`src/rtl/riproj_pkg.sv`:
```
// shared widths, register indexes and configuration types for the rotate and project block
package riproj_pkg;

  localparam int unsigned CFG_IDX_W  = 3;
  localparam int unsigned CFG_DATA_W = 32;
  localparam int unsigned TRIG_W     = 16;
  localparam int unsigned OFF_W      = 16;
  localparam int unsigned SCALE_W    = 8;
  localparam int unsigned HEIGHT_W   = 16;
  localparam int unsigned COLOR_W    = 24;
  localparam int unsigned SCREEN_W   = 24;
  localparam int unsigned GRID_MAX_W = 10;

  typedef enum logic [CFG_IDX_W-1:0] {
    CFG_ROT_A_TRIG    = 3'd0,
    CFG_ROT_B_TRIG    = 3'd1,
    CFG_VIEW_TRIG     = 3'd2,
    CFG_GRID_SCALE    = 3'd3,
    CFG_HEIGHT_SCALE  = 3'd4,
    CFG_CENTER_OFFSET = 3'd5,
    CFG_SCREEN_OFFSET = 3'd6
  } cfg_reg_e;

  typedef struct packed {
    logic [TRIG_W-1:0]  cos_a;
    logic [TRIG_W-1:0]  sin_a;
    logic [TRIG_W-1:0]  cos_b;
    logic [TRIG_W-1:0]  sin_b;
    logic [TRIG_W-1:0]  cos_v;
    logic [TRIG_W-1:0]  sin_v;
    logic [SCALE_W-1:0] grid_scale;
    logic [SCALE_W-1:0] height_scale;
    logic [OFF_W-1:0]   half_w;
    logic [OFF_W-1:0]   half_h;
    logic [OFF_W-1:0]   off_x;
    logic [OFF_W-1:0]   off_y;
  } cfg_t;

  localparam cfg_t CFG_RESET = '{
    cos_a:        16'h4000,
    sin_a:        16'h0000,
    cos_b:        16'h4000,
    sin_b:        16'h0000,
    cos_v:        16'd14189,
    sin_v:        16'd8192,
    grid_scale:   8'd20,
    height_scale: 8'd1,
    half_w:       16'h0000,
    half_h:       16'h0000,
    off_x:        16'h0000,
    off_y:        16'h0000
  };

endpackage

```
`src/rtl/riproj_cfg.sv`:
```
// configuration register file, write only
module riproj_cfg (
  input  logic                                clk_i,
  input  logic                                rst_ni,
  input  logic                                cfg_we_i,
  input  logic [riproj_pkg::CFG_IDX_W-1:0]    cfg_idx_i,
  input  logic [riproj_pkg::CFG_DATA_W-1:0]   cfg_wdata_i,
  output riproj_pkg::cfg_t                    cfg_o
);

  riproj_pkg::cfg_t cfg_d, cfg_q;

  always_comb begin
    cfg_d = cfg_q;
    if (cfg_we_i) begin
      unique case (riproj_pkg::cfg_reg_e'(cfg_idx_i))
        riproj_pkg::CFG_ROT_A_TRIG: begin
          cfg_d.cos_a = cfg_wdata_i[31:16];
          cfg_d.sin_a = cfg_wdata_i[15:0];
        end
        riproj_pkg::CFG_ROT_B_TRIG: begin
          cfg_d.cos_b = cfg_wdata_i[31:16];
          cfg_d.sin_b = cfg_wdata_i[15:0];
        end
        riproj_pkg::CFG_VIEW_TRIG: begin
          cfg_d.cos_v = cfg_wdata_i[31:16];
          cfg_d.sin_v = cfg_wdata_i[15:0];
        end
        riproj_pkg::CFG_GRID_SCALE: begin
          cfg_d.grid_scale = cfg_wdata_i[7:0];
        end
        riproj_pkg::CFG_HEIGHT_SCALE: begin
          cfg_d.height_scale = cfg_wdata_i[7:0];
        end
        riproj_pkg::CFG_CENTER_OFFSET: begin
          cfg_d.half_w = cfg_wdata_i[31:16];
          cfg_d.half_h = cfg_wdata_i[15:0];
        end
        riproj_pkg::CFG_SCREEN_OFFSET: begin
          cfg_d.off_x = cfg_wdata_i[31:16];
          cfg_d.off_y = cfg_wdata_i[15:0];
        end
        default: begin
        end
      endcase
    end
  end

  always_ff @(posedge clk_i or negedge rst_ni) begin
    if (!rst_ni) begin
      cfg_q <= riproj_pkg::CFG_RESET;
    end else begin
      cfg_q <= cfg_d;
    end
  end

  assign cfg_o = cfg_q;

endmodule

```
`config.mk`:
```
export PLATFORM = sky130hd
export DESIGN_NAME = riproj_cfg
export DESIGN_NICKNAME = d
export VERILOG_FILES = /design/src/rtl/riproj_pkg.sv /design/src/rtl/riproj_cfg.sv
export SDC_FILE = /design/constraint.sdc
export NUM_CORES = 1
export LEC_CHECK = 0
export ABC_AREA = 0
export BUFFER_PORTS_ARGS = -buffer_cell sky130_fd_sc_hd__buf_2
export CELL_PAD_IN_SITES_DETAIL_PLACEMENT = 0
export CELL_PAD_IN_SITES_GLOBAL_PLACEMENT = 2
export CORE_MARGIN = 2
export CORE_UTILIZATION = 31
export CTS_CLUSTER_SIZE = 28
export DETAILED_ROUTE_END_ITERATION = 7
export HOLD_SLACK_MARGIN = 0.05
export PLACE_DENSITY_LB_ADDON = 0.1
export SLEW_MARGIN = 30
export SYNTH_ARGS = -nofsm -noshare
export SYNTH_HDL_FRONTEND = slang
export SYNTH_SLANG_ARGS = --single-unit
```
`constraint.sdc`:
```
create_clock -name clk_i -period 0.9 [get_ports clk_i]
set_clock_uncertainty 0.15 [all_clocks]
set_input_delay 0.045 -clock clk_i [delete_from_list [all_inputs] [get_ports clk_i]]
set_output_delay 0.045 -clock clk_i [all_outputs]
set_load 0.05 [all_outputs]
```
==> reports/results.ini <==
[power_and_ir_drop]
leakage_nw = 5.95
p_total_mw = 34.1
power_density_nw_per_um2 = 2770
peakVddDrop_uv = 1260

[global_routing]
grt-ovfl-total = 0
grt_max_degree = 41
grt_pass1_wl_mm = 30.5
antenna_found_initial = 0
grt_pass1_vias = 4920
track_usage = 0.183

[placement]
place_hpwl_mm = 12.1
io_buffers = 213
post-place-ws_ps = -634
routabilityCongestion = 0.709
dp_cells = 874

[hold_path]
hold_path.class = in2async

[worst_setup_path]
path_buf_inv = 1
crit_slowest_cell = dfstp_2
critical-path-top-delay-family = flip-flops
critPathKind = reg2out
cp_cell_sequence = buf_8
worst_ep_arrival_time_ps = 1130
start_kind = flop
reg2reg_slack_ps = -160
cp-end-kind = output port
required_ps = 700
slowest_delay_ps = 560
cp_max_fo = 2

[timing]
hold_viol = 10
timing.fmax_ghz = 0.753
period_share = 1.48
maxSlewViolCount = 0
max_slew_margin = 0.812
fin_crit_ps = 1330
tightest_slew_ps = 282
rsz0062_at_grt = yes
setup_viol = 351
whs_ps = -103
fin_ws_ps = -429

[synth]
ys_seq_area_frac = 0.668
ys_types = 10
synth-seq-cells = 176
synth.cell_area_um2 = 6620
synth_common_cells = dfrtp_1 (160), mux2_2 (142), mux2_1 (34)
synth_enable_flop_cells = 0
yosysMostFrequentCell = dfrtp_1
syn_inst = 381
synth_top_area_cell = dfrtp_1
ys_top_cells_by_area = dfrtp_1 (60%), mux2_2 (24%), dfstp_2 (6.4%), mux2_1 (5.8%), buf_4 (1.0%)
netlist.area_leader.share = 0.605
ys.flop_type = dfrtp_1
avgSynthCellArea_um2 = 17.4
postSynth.asyncResetShare = 1.00
synth_fp_nets = 419
yosysWarnings = 0

[clocking]
cts_buffer_depth = 2
clkLatencyLatePin_ps = 410
cts.htree.levels = 4
clk_pin_slew_ps = 70
tritoncts = built
clock-root-buffer = clkbuf_16
numCtsBuffers = 17
clock-sinks = 176
holdBufCountCts = 33

[floorplanning]
rows = 53
initial_core_util = 0.315
fp.dieH_um = 150
die_width_um = 150
fp.coreArea_um2 = 21000
die_area_um2 = 22500
num_io_pins = 214

[drt]
drtAntennaViolNets = 0
vias = 4618
post_drt_wl_per_cell_um = 20.4
drt_pass1_iterations = 4
wl_mm = 21.1
vias_per_cell = 4.47
route.detailed.drc = 0
drtIter0Drc = 143

[layout]
seq_area_um2 = 4450
finalCoreUtilization = 0.585
antenna_cells = 0
fin_cells = 1032
largest_reg_flops = 176
fillCellCount = 1679
drive_above_1_share = 0.768
multi_input_area_um2 = 2740
nNetsFinal = 782
area_growth_pct = 85.7

[flow_run]
drv_cap = 0

[outcome]
status = finished with violations
violations = negative hold slack, negative setup slack

[logic make-up (layout without fill, tap and decap cells)]
family,Yosys count,in the layout,synth area share
flip-flops,176,176,0.668
buffers and inverters,22,398,0.0200
multiplexers,176,176,0.299
AND/OR/NAND/NOR,7,7,0.0121
[power by group]
| part | internal (mW) | switching (mW) | leakage (nW) | total [mW] |
|---|---|---|---|---|
| clock | 3.85 | 3.19 | 0.265 | 7.05 |
| sequential | 9.83 | 1.47 | 2.07 | 11.3 |
| combinational | 7.25 | 8.48 | 3.62 | 15.7 |
[worst paths after layout]
check / start / endpoint / cells after the start
hold reg to reg: cfg_o[34] / cfg_o[34] / 1
setup / recovery: cfg_o[96] / cfg_o[96] / 1
min in group clk_i: cfg_idx_i[1] / cfg_o[70] / 5
setup reg to reg: cfg_o[153] / cfg_o[153] / 2
hold / removal: rst_ni / cfg_o[83] / 2
max in group asynchronous: rst_ni / cfg_o[76] / 3
[cell type report]
type / count / share of cell area
Clock buffer: 18 / 0.0349
Clock inverter: 14 / 0.0106
Timing Repair Buffer: 366 / 0.341
Tap cell: 275 / 0.0280
Sequential cell: 176 / 0.362
Multi-Input combinational cell: 183 / 0.223
[routing by layer]
metal	wire [um]	global-route usage	vias to the layer above
li1	-	-	2078
met1	9610	0.248	2403
met2	10200	0.296	126
met3	1080	0.0497	11
met4	157	0.0396	0
met5	0	0	-
[per-stage QoR]
stage	area [um^2]	TNS (ps)	hold WS (ps)
2_1_floorplan	7030	-65280	-401
3_3_place_gp	8580	-92340	-239
3_5_place_dp	8580	-97300	-242
4_1_cts	11700	-66770	-114
5_1_grt	12300	-74650	-102
6_report	12300	-64560	-103
[layout by cell type, fill, tap and decap left out]
cell type	synthesis	layout
mux2_2	142	7
buf_4	9	34
nand4b_1	3	3
clkbuf_16	0	18
mux2_4	0	169
clkbuf_1	0	1
dfstp_2	16	16
clkinv_2	0	3
buf_6	0	212
buf_2	11	32
dfrtp_2	0	21
dfrtp_1	160	139
nor4b_4	1	1
clkbuf_4	0	1
nor4bb_4	0	3
buf_12	0	24
buf_16	0	9
clkinv_4	0	1
inv_6	0	4
buf_8	0	20
dlygate4sd3_1	0	33
clkinvlp_4	0	4
bufinv_16	0	1
inv_8	0	1
[timing repair]
item,4_1_cts,5_1_grt
pin swaps,4,4
resized for setup,484,97
cloned,10,2
setup endpoints to repair,347,352
endpoints found under the hold margin,352,10
buffers inserted,54,40
No activity file was read; power rests on OpenSTA's default activity.
