`config.mk`:
```
export PLATFORM = sky130hd
export DESIGN_NAME = riproj_proj
export DESIGN_NICKNAME = d
export VERILOG_FILES = /design/src/rtl/riproj_pkg.sv /design/src/rtl/riproj_tsat.sv /design/src/rtl/riproj_proj.sv
export SDC_FILE = /design/constraint.sdc
export NUM_CORES = 2
export LEC_CHECK = 0
export BUFFER_PORTS_ARGS = -buffer_cell sky130_fd_sc_hd__buf_2
export CORE_MARGIN = 2
export CORE_UTILIZATION = 45
export DETAILED_ROUTE_END_ITERATION = 10
export HOLD_SLACK_MARGIN = 0.12
export PLACE_DENSITY_LB_ADDON = 0.1
export RECOVER_POWER = 50
export SLEW_MARGIN = 20
export SYNTH_ARGS = -nofsm -noshare
export SYNTH_HDL_FRONTEND = slang
export SYNTH_SLANG_ARGS = --single-unit
export TNS_END_PERCENT = 10
```
`constraint.sdc`:
```
create_clock -name clk_i -period 8.96 [get_ports clk_i]
set_input_delay 1.792 -clock clk_i [delete_from_list [all_inputs] [get_ports clk_i]]
set_output_delay 1.792 -clock clk_i [all_outputs]
set_load 0.02 [all_outputs]
```
`src/rtl/riproj_pkg.sv`:
```
// shared widths, register indexes and configuration types for the rotate and project block
package riproj_pkg;

  localparam int unsigned CFG_IDX_W  = 3;
  localparam int unsigned CFG_DATA_W = 32;
  localparam int unsigned TRIG_W     = 16;
  localparam int unsigned OFF_W      = 16;
  localparam int unsigned SCALE_W    = 8;
  localparam int unsigned HEIGHT_W   = 16;
  localparam int unsigned COLOR_W    = 24;
  localparam int unsigned SCREEN_W   = 24;
  localparam int unsigned GRID_MAX_W = 10;

  typedef enum logic [CFG_IDX_W-1:0] {
    CFG_ROT_A_TRIG    = 3'd0,
    CFG_ROT_B_TRIG    = 3'd1,
    CFG_VIEW_TRIG     = 3'd2,
    CFG_GRID_SCALE    = 3'd3,
    CFG_HEIGHT_SCALE  = 3'd4,
    CFG_CENTER_OFFSET = 3'd5,
    CFG_SCREEN_OFFSET = 3'd6
  } cfg_reg_e;

  typedef struct packed {
    logic [TRIG_W-1:0]  cos_a;
    logic [TRIG_W-1:0]  sin_a;
    logic [TRIG_W-1:0]  cos_b;
    logic [TRIG_W-1:0]  sin_b;
    logic [TRIG_W-1:0]  cos_v;
    logic [TRIG_W-1:0]  sin_v;
    logic [SCALE_W-1:0] grid_scale;
    logic [SCALE_W-1:0] height_scale;
    logic [OFF_W-1:0]   half_w;
    logic [OFF_W-1:0]   half_h;
    logic [OFF_W-1:0]   off_x;
    logic [OFF_W-1:0]   off_y;
  } cfg_t;

  localparam cfg_t CFG_RESET = '{
    cos_a:        16'h4000,
    sin_a:        16'h0000,
    cos_b:        16'h4000,
    sin_b:        16'h0000,
    cos_v:        16'd14189,
    sin_v:        16'd8192,
    grid_scale:   8'd20,
    height_scale: 8'd1,
    half_w:       16'h0000,
    half_h:       16'h0000,
    off_x:        16'h0000,
    off_y:        16'h0000
  };

endpackage

```
`src/rtl/riproj_tsat.sv`:
```
// divide by a power of two toward zero, then saturate to the output width
module riproj_tsat #(
  parameter int unsigned IW    = 37,
  parameter int unsigned SHIFT = 14,
  parameter int unsigned OW    = 32
) (
  input  logic signed [IW-1:0] val_i,
  output logic signed [OW-1:0] val_o
);

  localparam int unsigned TW = IW - SHIFT;

  logic signed [TW-1:0] tr;

  generate
    if (SHIFT > 0) begin : g_trunc
      logic signed [IW-1:0] adj;
      // bias negative values so the arithmetic shift rounds toward zero
      assign adj = val_i + IW'({SHIFT{val_i[IW-1]}});
      assign tr  = adj[IW-1:SHIFT];
    end else begin : g_pass
      assign tr = val_i;
    end

    if (TW > OW) begin : g_sat
      logic hi_same;
      assign hi_same = (&tr[TW-1:OW-1]) | ~(|tr[TW-1:OW-1]);
      assign val_o   = hi_same ? tr[OW-1:0]
                     : (tr[TW-1] ? {1'b1, {(OW-1){1'b0}}} : {1'b0, {(OW-1){1'b1}}});
    end else begin : g_ext
      assign val_o = OW'(tr);
    end
  endgenerate

endmodule

```
`src/rtl/riproj_proj.sv`:
```
// four-stage isometric projection with screen offset and 24-bit saturation
module riproj_proj #(
  parameter int unsigned XW        = 27,
  parameter int unsigned YW        = 23,
  parameter int unsigned ZW        = 27,
  parameter int unsigned FRAC_BITS = 14
) (
  input  logic                                       clk_i,
  input  logic [3:0]                                 en_i,
  input  logic signed [XW-1:0]                       x2_i,
  input  logic signed [YW-1:0]                       y1_i,
  input  logic signed [ZW-1:0]                       z2_i,
  input  logic signed [riproj_pkg::TRIG_W-1:0]       cos_i,
  input  logic signed [riproj_pkg::TRIG_W-1:0]       sin_i,
  input  logic signed [riproj_pkg::OFF_W-1:0]        off_x_i,
  input  logic signed [riproj_pkg::OFF_W-1:0]        off_y_i,
  output logic signed [riproj_pkg::SCREEN_W-1:0]     screen_x_o,
  output logic signed [riproj_pkg::SCREEN_W-1:0]     screen_y_o
);

  localparam int unsigned DW  = ((XW > YW) ? XW : YW) + 1;
  localparam int unsigned MW  = DW + riproj_pkg::TRIG_W;
  localparam int unsigned PXW = MW - FRAC_BITS;
  localparam int unsigned ZSW = ZW + 1 + FRAC_BITS;
  localparam int unsigned YSW = ((ZSW > MW) ? ZSW : MW) + 1;
  localparam int unsigned PYW = YSW - FRAC_BITS;
  localparam int unsigned AXW = ((PXW > riproj_pkg::OFF_W) ? PXW : riproj_pkg::OFF_W) + 1;
  localparam int unsigned AYW = ((PYW > riproj_pkg::OFF_W) ? PYW : riproj_pkg::OFF_W) + 1;

  logic signed [DW-1:0]  d_q, s_q;
  logic signed [ZW-1:0]  za_q, zb_q;
  logic signed [MW-1:0]  pd_q, ps_q;
  logic signed [YSW-1:0] py_sum;
  logic signed [PXW-1:0] px_d, px_q;
  logic signed [PYW-1:0] py_d, py_q;
  logic signed [AXW-1:0] sx_sum;
  logic signed [AYW-1:0] sy_sum;
  logic signed [riproj_pkg::SCREEN_W-1:0] sx_d, sy_d, sx_q, sy_q;

  always_ff @(posedge clk_i) begin
    if (en_i[0]) begin
      d_q  <= DW'(x2_i) - DW'(y1_i);
      s_q  <= DW'(x2_i) + DW'(y1_i);
      za_q <= z2_i;
    end
    if (en_i[1]) begin
      pd_q <= d_q * cos_i;
      ps_q <= s_q * sin_i;
      zb_q <= za_q;
    end
  end

  assign py_sum = YSW'(ps_q) - (YSW'(zb_q) <<< FRAC_BITS);

  riproj_tsat #(.IW(MW), .SHIFT(FRAC_BITS), .OW(PXW)) u_tsat_px (
    .val_i (pd_q),
    .val_o (px_d)
  );

  riproj_tsat #(.IW(YSW), .SHIFT(FRAC_BITS), .OW(PYW)) u_tsat_py (
    .val_i (py_sum),
    .val_o (py_d)
  );

  always_ff @(posedge clk_i) begin
    if (en_i[2]) begin
      px_q <= px_d;
      py_q <= py_d;
    end
  end

  assign sx_sum = AXW'(px_q) + AXW'(off_x_i);
  assign sy_sum = AYW'(py_q) + AYW'(off_y_i);

  riproj_tsat #(.IW(AXW), .SHIFT(0), .OW(riproj_pkg::SCREEN_W)) u_sat_x (
    .val_i (sx_sum),
    .val_o (sx_d)
  );

  riproj_tsat #(.IW(AYW), .SHIFT(0), .OW(riproj_pkg::SCREEN_W)) u_sat_y (
    .val_i (sy_sum),
    .val_o (sy_d)
  );

  always_ff @(posedge clk_i) begin
    if (en_i[3]) begin
      sx_q <= sx_d;
      sy_q <= sy_d;
    end
  end

  assign screen_x_o = sx_q;
  assign screen_y_o = sy_q;

endmodule

```
==> run summary <==
TritonCTS clock tree -> built
Reg area -> 0.00919 sq mm
status -> complete, but fails checks
Crit. End Element -> flop
area share of the largest cell type after synthesis -> 34.5%
Yosys reg bits -> 306
Tot GR Track Use -> 23.9%
Hold Crit Class -> flop to flop
final setup TNS -> 0 ps
Post-CTS Hold Buffers -> 0
starting DRC count in detailed routing -> 1963
Bufs and invs on worst path -> 2
fillers -> 10606
H-tree depth -> 2
cts repair resizes -> 0
Slew Limit Fails -> 256
async set or reset register ratio after synthesis -> 0%
I/O Buffers -> 193
routability cong. -> 0.888
number of synthesized flops with an enable pin -> 306
crit start category -> input port
total core area -> 0.111 sq mm
Starting Density -> 45.4%
P&R area growth vs syn -> 7.60%
Crit path depth -> 21
synth top area cells -> fa_1 34%, edfxtp_1 18%, ha_1 9.5%
Max Cap Violations -> 5
Slew @ Worst Pin -> 3350 ps
delay of the slowest cell on the worst path -> 580 ps
Synth Net Count -> 6642
R2R Setup Slk -> 1590 ps
synth warn -> 0
Via Count -> 35595
die height -> 338 microns
clock-pin slew on the worst setup and hold paths -> 60 ps
cell family contributing the most delay on the critical path -> adder cells
Final setup viols -> 0
CP Data Arrival Time -> 8450 ps
r2r startpoint -> d_q[9]$_DFFE_PP_
largest net degree at the start of global routing -> 62
Antenna Nets Post-Route -> 0
Layout Nets -> 6746
Reg-to-Reg End -> pd_q[43]$_DFFE_PP_
estimated wirelength of the detail-placed design -> 110000 microns
Distinct cells, synth -> 96
Fmax achieved -> 123 MHz
Rows -> 122
Top cell by count, worst path -> fa_1
share of layout cells above drive strength 1 -> 6.22%
largest area contributor in the netlist -> fa_1
Slowest-stage cell, CP -> fa_1
Commonest cells post-synth -> 1093 x inv_1, 865 x fa_1, 604 x nand2_1
Main synth FF type -> edfxtp_1
antenna violations before repair -> 16
CP max FO -> 25
vias per cell -> 5.18
grt total ovfl -> 0
clk root buf -> clkbuf_16
Final period util -> 90.6%
R2R depth -> 22
Hold Crit Start -> za_q[14]$_DFFE_PP_
final hold violation count -> 0
IO Count -> 194
DRT Pass-1 Iters -> 5
skew final -> 27.1 ps
Multi-input gate area -> 0.0362 sq mm
Period minus WS final -> 8120 ps
first-pass GRT wire length -> 214000 microns
crit path cell chain -> buf_2 > nand2_1 > fa_1 > fa_1 > fa_1 > fa_1 > inv_1 > fa_1 > fa_1 > ha_1 > and2_1 > and4_1 > a31oi_1 > o211ai_1 > o31a_1 > and3_1 > o221a_2 > a21o_1 > o221a_2 > a221oi_1 > xnor2_1
drc violations -> 0
Die W -> 338 microns
relative slew slack -> -123%
routed len/inst -> 19.4 microns
Post-Syn Area -> 0.0502 sq mm
Setup Crit Path Kind -> input port to flop
WP data required -> 9290 ps
failing checks -> capacitance limit, slew limit
synthesized area per cell -> 9.57 sq um
sequential area share after synthesis -> 18.3%
cell count after synthesis -> 5248
Setup Fix Bufs, Post-CTS -> 0
hold path endpoint -> zb_q[14]$_DFFE_PP_
Num Clock Sinks -> 306
deepest clock path buffer count -> 3
unrepaired setup endpoints after global routing -> false
CTS buffer count -> 40
Clock Latency Late Sink -> 610 ps
vias in the first global route -> 37466
hold depth -> 0
Die ar. -> 0.114 sq mm
Total Wirelength -> 133000 microns
most frequent cell after synthesis -> inv_1
flip-flops by register name (all words and copies together) (netlist names):
name,cells
zb_q,27
d_q,28
screen_y_o,24
za_q,27
s_q,27
py_q,31
px_q,30
pd_q,44
ps_q,44
screen_x_o,24
cell families after synthesis:
family,count (synthesis),synth area share [%]
XOR/XNOR,270,4.72
buffers and inverters,1288,9.70
AND/OR/NAND/NOR,1446,14.1
adder cells (fa/ha/maj),1248,44.0
AO/OA/AOI/OAI,684,9.03
flip-flops,306,18.3
multiplexers,6,0.122
worst reg2reg max path: stages (launching register included):
cell and delay, ps:
edfxtp_1 860, nand2_1 200, fa_1 570, inv_1 50
fa_1 480, fa_1 590, fa_1 440, fa_1 500
inv_1 50, fa_1 480, inv_1 40, ha_1 350
a21o_1 180, a21oi_1 190, o211ai_1 140, o31a_1 260
o31a_1 140, and3_1 220, o221a_2 370, a21o_1 230
o221a_2 280, a221oi_1 340, xnor2_1 120
worst max path at each step:
| stage | slack (ps) | end | startpoint |
|---|---|---|---|
| final | 840 | pd_q[43]$_DFFE_PP_ | cos_i[1] |
| after global routing | 550 | pd_q[43]$_DFFE_PP_ | cos_i[1] |
| after CTS | 930 | pd_q[43]$_DFFE_PP_ | cos_i[1] |
| after detailed placement | 270 | pd_q[43]$_DFFE_PP_ | cos_i[1] |
| after global placement | 370 | pd_q[43]$_DFFE_PP_ | cos_i[1] |
| after floorplan | 610 | ps_q[43]$_DFFE_PP_ | sin_i[1] |
per-stage QoR:
step	hold slack [ps]	setup slack (ps)	cells	cell area [sq um]	util, %
3_5_place_dp	405	270	6798	52800	47.7
3_3_place_gp	401	371	6798	52800	47.7
4_1_cts	418	929	6870	54100	48.9
5_1_grt	423	546	6870	54000	48.8
6_report	416	841	6875	54100	48.8
2_1_floorplan	400	607	5248	50200	-
area by class of cell:
class	count	area share (%)
multi-input cells	3654	66.9
clock inverters	27	0.518
flip-flops and latches	306	17.0
well taps	1488	3.44
diodes	5	0.0231
clock buffers	45	1.93
inverters	1093	7.59
repair buffers	257	2.58
metal layers:
metal | vias up | wire, microns | share of wire [%] | GRT usage, %
li1 | 16669 | - | - | -
met1 | 17921 | 63700 | 48 | 35.7
met2 | 876 | 58900 | 44 | 37.2
met3 | 121 | 8490 | 6.4 | 3.84
met4 | 8 | 2230 | 1.7 | 4.10
met5 | - | 51 | 0.038 | 0
placed cells by master (no fill, tap or decap), types with 47 or more instances in the layout:
cell and instances:
fa_1 865, nand2_1 604, a21o_1 97, nand2b_1 47, inv_1 1093, a21oi_1 205
xnor2_1 178, buf_2 165, edfxtp_1 306, and2_1 368, nand3_1 54, o21ai_0 109
ha_1 383, nor2_1 166, buf_4 59, xor2_1 91
Power is left out: the tool's default activity adds up to more than one toggle a clock period on the data nets, which glitch-free logic cannot reach.
