### src/rtl/riproj_pkg.sv
// shared widths, register indexes and configuration types for the rotate and project block
package riproj_pkg;

  localparam int unsigned CFG_IDX_W  = 3;
  localparam int unsigned CFG_DATA_W = 32;
  localparam int unsigned TRIG_W     = 16;
  localparam int unsigned OFF_W      = 16;
  localparam int unsigned SCALE_W    = 8;
  localparam int unsigned HEIGHT_W   = 16;
  localparam int unsigned COLOR_W    = 24;
  localparam int unsigned SCREEN_W   = 24;
  localparam int unsigned GRID_MAX_W = 10;

  typedef enum logic [CFG_IDX_W-1:0] {
    CFG_ROT_A_TRIG    = 3'd0,
    CFG_ROT_B_TRIG    = 3'd1,
    CFG_VIEW_TRIG     = 3'd2,
    CFG_GRID_SCALE    = 3'd3,
    CFG_HEIGHT_SCALE  = 3'd4,
    CFG_CENTER_OFFSET = 3'd5,
    CFG_SCREEN_OFFSET = 3'd6
  } cfg_reg_e;

  typedef struct packed {
    logic [TRIG_W-1:0]  cos_a;
    logic [TRIG_W-1:0]  sin_a;
    logic [TRIG_W-1:0]  cos_b;
    logic [TRIG_W-1:0]  sin_b;
    logic [TRIG_W-1:0]  cos_v;
    logic [TRIG_W-1:0]  sin_v;
    logic [SCALE_W-1:0] grid_scale;
    logic [SCALE_W-1:0] height_scale;
    logic [OFF_W-1:0]   half_w;
    logic [OFF_W-1:0]   half_h;
    logic [OFF_W-1:0]   off_x;
    logic [OFF_W-1:0]   off_y;
  } cfg_t;

  localparam cfg_t CFG_RESET = '{
    cos_a:        16'h4000,
    sin_a:        16'h0000,
    cos_b:        16'h4000,
    sin_b:        16'h0000,
    cos_v:        16'd14189,
    sin_v:        16'd8192,
    grid_scale:   8'd20,
    height_scale: 8'd1,
    half_w:       16'h0000,
    half_h:       16'h0000,
    off_x:        16'h0000,
    off_y:        16'h0000
  };

endpackage

### src/rtl/riproj_tsat.sv
// divide by a power of two toward zero, then saturate to the output width
module riproj_tsat #(
  parameter int unsigned IW    = 37,
  parameter int unsigned SHIFT = 14,
  parameter int unsigned OW    = 32
) (
  input  logic signed [IW-1:0] val_i,
  output logic signed [OW-1:0] val_o
);

  localparam int unsigned TW = IW - SHIFT;

  logic signed [TW-1:0] tr;

  generate
    if (SHIFT > 0) begin : g_trunc
      logic signed [IW-1:0] adj;
      // bias negative values so the arithmetic shift rounds toward zero
      assign adj = val_i + IW'({SHIFT{val_i[IW-1]}});
      assign tr  = adj[IW-1:SHIFT];
    end else begin : g_pass
      assign tr = val_i;
    end

    if (TW > OW) begin : g_sat
      logic hi_same;
      assign hi_same = (&tr[TW-1:OW-1]) | ~(|tr[TW-1:OW-1]);
      assign val_o   = hi_same ? tr[OW-1:0]
                     : (tr[TW-1] ? {1'b1, {(OW-1){1'b0}}} : {1'b0, {(OW-1){1'b1}}});
    end else begin : g_ext
      assign val_o = OW'(tr);
    end
  endgenerate

endmodule

### src/rtl/riproj_rot.sv
// two-stage plane rotation: products, then sums with truncation and saturation
module riproj_rot #(
  parameter int unsigned AW        = 20,
  parameter int unsigned BW        = 20,
  parameter int unsigned OW        = 23,
  parameter int unsigned FRAC_BITS = 14
) (
  input  logic                                     clk_i,
  input  logic [1:0]                               en_i,
  input  logic signed [AW-1:0]                     a_i,
  input  logic signed [BW-1:0]                     b_i,
  input  logic signed [riproj_pkg::TRIG_W-1:0]     cos_i,
  input  logic signed [riproj_pkg::TRIG_W-1:0]     sin_i,
  output logic signed [OW-1:0]                     p_o,
  output logic signed [OW-1:0]                     q_o
);

  localparam int unsigned MW  = (AW > BW) ? AW : BW;
  localparam int unsigned PAW = AW + riproj_pkg::TRIG_W;
  localparam int unsigned PBW = BW + riproj_pkg::TRIG_W;
  localparam int unsigned SW  = MW + riproj_pkg::TRIG_W + 1;

  logic signed [PAW-1:0] ac_q, as_q;
  logic signed [PBW-1:0] bs_q, bc_q;
  logic signed [SW-1:0]  p_sum, q_sum;
  logic signed [OW-1:0]  p_d, q_d, p_q, q_q;

  always_ff @(posedge clk_i) begin
    if (en_i[0]) begin
      ac_q <= a_i * cos_i;
      as_q <= a_i * sin_i;
      bs_q <= b_i * sin_i;
      bc_q <= b_i * cos_i;
    end
  end

  assign p_sum = SW'(ac_q) - SW'(bs_q);
  assign q_sum = SW'(as_q) + SW'(bc_q);

  riproj_tsat #(.IW(SW), .SHIFT(FRAC_BITS), .OW(OW)) u_tsat_p (
    .val_i (p_sum),
    .val_o (p_d)
  );

  riproj_tsat #(.IW(SW), .SHIFT(FRAC_BITS), .OW(OW)) u_tsat_q (
    .val_i (q_sum),
    .val_o (q_d)
  );

  always_ff @(posedge clk_i) begin
    if (en_i[1]) begin
      p_q <= p_d;
      q_q <= q_d;
    end
  end

  assign p_o = p_q;
  assign q_o = q_q;

endmodule

### config.mk
export PLATFORM = sky130hd
export DESIGN_NAME = riproj_rot
export DESIGN_NICKNAME = d
export VERILOG_FILES = /design/src/rtl/riproj_pkg.sv /design/src/rtl/riproj_tsat.sv /design/src/rtl/riproj_rot.sv
export SDC_FILE = /design/constraint.sdc
export NUM_CORES = 2
export LEC_CHECK = 0
export BUFFER_PORTS_ARGS = -buffer_cell sky130_fd_sc_hd__buf_2
export CAP_MARGIN = 20
export CORE_MARGIN = 8
export CORE_UTILIZATION = 40
export CTS_BUF_LIST = sky130_fd_sc_hd__clkbuf_8
export DETAILED_ROUTE_END_ITERATION = 8
export PLACE_DENSITY = 0.64
export SKIP_CTS_REPAIR_TIMING = 1
export SLEW_MARGIN = 20
export SYNTH_ARGS = -nofsm -noshare
export SYNTH_HDL_FRONTEND = slang
export SYNTH_SLANG_ARGS = --single-unit
### constraint.sdc
create_clock -name clk_i -period 7.56 [get_ports clk_i]
set_input_delay 0.378 -clock clk_i [delete_from_list [all_inputs] [get_ports clk_i]]
set_output_delay 0.378 -clock clk_i [all_outputs]
set_load 0.01 [all_outputs]
==> impl_table.tex <==
\begin{tabular}{lr}
\hline
Metric & Value \\
\hline
\multicolumn{2}{l}{\textbf{GRT}} \\
\quad Largest net degree at the start of global routing & a little under 90 \\
\quad Antenna violations before repair & 36 \\
\quad Combined global-route utilization of all metal layers & 0.199 \\
\quad Global-route congestion overflow total & 0 \\
\quad Number of global-route vias before repair & between 40,000 and 50,000 \\
\quad Global-route wire length before repair & 248,000 µm \\
\multicolumn{2}{l}{\textbf{Drt}} \\
\quad Via-per-instance ratio & $\sim$5 \\
\quad Antenna-violating nets left & 0 \\
\quad Met1 Routed Length & 65,000 µm \\
\quad Post-route DRC violation count & 0 \\
\quad First-pass iteration count of the detailed router & 6 \\
\quad Routed len/inst & 18.6 µm \\
\quad Highest layer used for signal routing & met5 \\
\quad Met3 Routed Length & $\sim$12,000 µm \\
\quad Drt total wl & 153,000 µm \\
\quad First DRT Iteration DRCs & around 2,600 \\
\quad Vias after detailed routing & $\sim$42,000 \\
\quad Detailed route wirelength on metal2 & 71,500 µm \\
\multicolumn{2}{l}{\textbf{Layout}} \\
\quad Final nets & 8,095 \\
\quad Final standard cell utilization of the core & 0.427 \\
\quad Commonest cells after routing, fill and taps aside & inv\_1 (1,468), fa\_1 (1,274), nand2\_1 (722), and2\_1 (597), ha\_1 (458) \\
\quad Synth-to-layout area growth & 6.15\% \\
\quad Ratio of cells with drive above 1 in the final layout & 0.0506 \\
\quad Most common cell after layout, fill and taps aside & inv\_1 \\
\multicolumn{2}{l}{\textbf{STA}} \\
\quad Worst-margin pin slew & about 0.97 ns \\
\quad Final worst-path cycle share & 0.922 \\
\quad Final number of max-transition violations & 0 \\
\quad Total Negative Setup Slacks & 0 ns \\
\quad RSZ-0062 raised after global routing & no \\
\quad Maximum clock skew at final layout & 0.0288 ns \\
\quad Peak clock frequency supported by timing & roughly 140 MHz \\
\quad Final setup viols & 0 \\
\quad Number of hold violations in the final report & 0 \\
\quad Max\_slew headroom & 0.352 \\
\quad Minimum clock period after layout & between 6 and 7 ns \\
\quad Minimum hold slack & 0.399 ns \\
\multicolumn{2}{l}{\textbf{Setup path}} \\
\quad Kind of end point of the critical path & flip-flop \\
\quad Data arrival at the endpoint of the critical path & around 7.4 ns \\
\quad Launch point of the critical path & sin\_i[1] \\
\quad Maximum fanout along the worst path & 27 \\
\quad Launching element type of the critical path & input pin \\
\quad Critical path class & input pin to flip-flop \\
\quad Required time of the critical path & $\sim$8 ns \\
\quad Launching point of the worst reg2reg path & bs\_q[0] \\
\quad Register-to-Register Setup Slack & roughly 1.5 ns \\
\multicolumn{2}{l}{\textbf{Clock tree}} \\
\quad H-tree depth reported by CTS & 4 \\
\quad Number of sinks handled by clock tree synthesis & 190 \\
\quad Number of CTS-inserted buffers & 17 \\
\quad Clock latency of the later-clocked register in the worst-skew pair & about 0.62 ns \\
\quad Reg clk slew, reported paths & about 0.11 ns \\
\quad Buffer depth of the longest clock path & 2 \\
\quad Clock root buffer master & clkbuf\_8 \\
\quad TritonCTS clock tree & done \\
\multicolumn{2}{l}{\textbf{Logic synthesis}} \\
\quad Mean post-synth cell area & 9.30 µm² \\
\quad Most instantiated flip-flop cell in the synthesis netlist & edfxtp\_1 \\
\quad Sequential cell area fraction in the yosys report & 0.0978 \\
\quad Post-synthesis instance total & between 6,000 and 7,000 \\
\quad Nets in the synthesized netlist & $\sim$8,100 \\
\quad Post-synthesis register bit count & between 150 and 200 \\
\quad Number of enable-type register cells in the synthesized netlist & between 150 and 200 \\
\quad Synth warnings & 0 \\
\quad Number of distinct library cells after synthesis & between 70 and 80 \\
\quad Cell area after synthesis & around 58,000 µm² \\
\quad Async S/R FF share, synth & 0 \\
\multicolumn{2}{l}{\textbf{Floorplanning}} \\
\quad Die Width & between 300 and 400 µm \\
\quad Die H & between 300 and 400 µm \\
\quad Number of placed I/O pins & about 120 \\
\quad Number of placement rows & 140 \\
\quad Area of the core region & about 150,000 µm² \\
\quad Die Area & 158,000 µm² \\
\quad Initial Util & 0.402 \\
\multicolumn{2}{l}{\textbf{Place}} \\
\quad Half-perimeter wire length after detailed placement & around 130,000 µm \\
\quad Routability cong. & just under 0.9 \\
\quad Number of buffer cells added on primary ports & 120 \\
\multicolumn{2}{l}{\textbf{Run}} \\
\quad Number of max-capacitance violations reported & 0 \\
\multicolumn{2}{l}{\textbf{Hold path}} \\
\quad Classification of the worst-slack hold path & input pin to flip-flop \\
\quad Worst Hold Launch & en\_i[0] \\
\multicolumn{2}{l}{\textbf{Outcome}} \\
\quad Result of the run & finished, final reports clean \\
\hline
\end{tabular}
## worst max-delay path, cell delays in order
cell and delay [ns]:
buf_2 0.51, buf_4 0.27, nand2_1 0.09, fa_1 0.54, fa_1 0.51, fa_1 0.51, inv_1 0.05, fa_1 0.50
fa_1 0.50, inv_1 0.05, fa_1 0.47, inv_1 0.04, ha_1 0.33, a21o_1 0.18, a21o_1 0.18, or3_1 0.31
o22ai_1 0.24, a31oi_1 0.16, o41ai_1 0.29, buf_4 0.19, o21ai_1 0.12, o31ai_1 0.40, mux2i_1 0.13, a221oi_1 0.38
## cell usage after synthesis (6+ instances only)
library cell | n | area share
a2111oi_0 | 6 | 0.00090
a211o_1 | 10 | 0.0015
a211oi_1 | 20 | 0.0026
a21o_1 | 90 | 0.012
a21oi_1 | 178 | 0.015
a311oi_1 | 6 | 0.00090
a31oi_1 | 26 | 0.0028
and2_1 | 597 | 0.064
and3_1 | 22 | 0.0024
buf_2 | 7 | 0.00060
clkbuf_1 | 261 | 0.017
edfxtp_1 | 190 | 0.098
fa_1 | 1274 | 0.44
ha_1 | 458 | 0.098
inv_1 | 1467 | 0.094
nand2_1 | 722 | 0.046
nand2b_1 | 41 | 0.0044
nand3_1 | 40 | 0.0034
nand4_1 | 29 | 0.0031
nor2_1 | 189 | 0.012
nor2b_1 | 27 | 0.0029
nor3_1 | 37 | 0.0032
nor4_1 | 8 | 0.00086
o211ai_1 | 12 | 0.0015
o21a_1 | 41 | 0.0053
o21ai_0 | 88 | 0.0075
o21ai_1 | 13 | 0.0011
o21bai_1 | 25 | 0.0032
o31a_1 | 7 | 0.0011
o31ai_1 | 19 | 0.0024
or2_2 | 9 | 0.00096
or3_1 | 18 | 0.0019
xnor2_1 | 181 | 0.027
xor2_1 | 66 | 0.0099
## worst paths after layout
check / endpoint / cells past startpoint
max: as_q[32] / 24
min: bc_q[28] / 1
max reg2reg: p_o[22] / 17
min reg2reg: p_o[8] / 3
## layout make-up
type,count,area (µm²)
clock inverter,15,158
tap,1917,2400
sequential,190,5710
inverter,1467,5510
fill,14200,83300
clock buffer,17,234
antenna,15,37.5
multi-input combinational,4349,46100
timing repair buffer,263,1790
## flip-flops by register name (all words and copies together), names as in the netlist
signal  flops
bc_q       36
ac_q       36
bs_q       36
q_o        23
as_q       36
p_o        23
## metrics by stage
step	std cells	setup slack [ns]	cell area, µm²
after global routing	8226	0.354	61900
after detailed placement	8186	0.0516	61500
after floorplan	6276	0.687	58400
after CTS	8218	0.755	61900
after global placement	8186	0.227	61500
final	8233	0.587	62000
## layer usage
layer,global-route usage,vias up
met5,0,-
met4,0.0649,6
met3,0.0432,244
met2,0.326,1250
met1,0.264,21500
li1,-,18900
## cell families (layout without fill, tap and decap cells)
kind of cell | Yosys count | count (layout) | synth area share
compound gates | 598 | 598 | 0.0669
xor+xnor | 247 | 247 | 0.0371
fa+ha+maj | 1732 | 1732 | 0.535
buf+inv | 1737 | 1762 | 0.112
flops | 190 | 190 | 0.0978
mux | 4 | 4 | 0.000686
other cells | 0 | 15 | 0
simple gates | 1768 | 1768 | 0.150
Power is left out: the tool's default activity adds up to more than one toggle a clock period on the data nets, which glitch-free logic cannot reach.
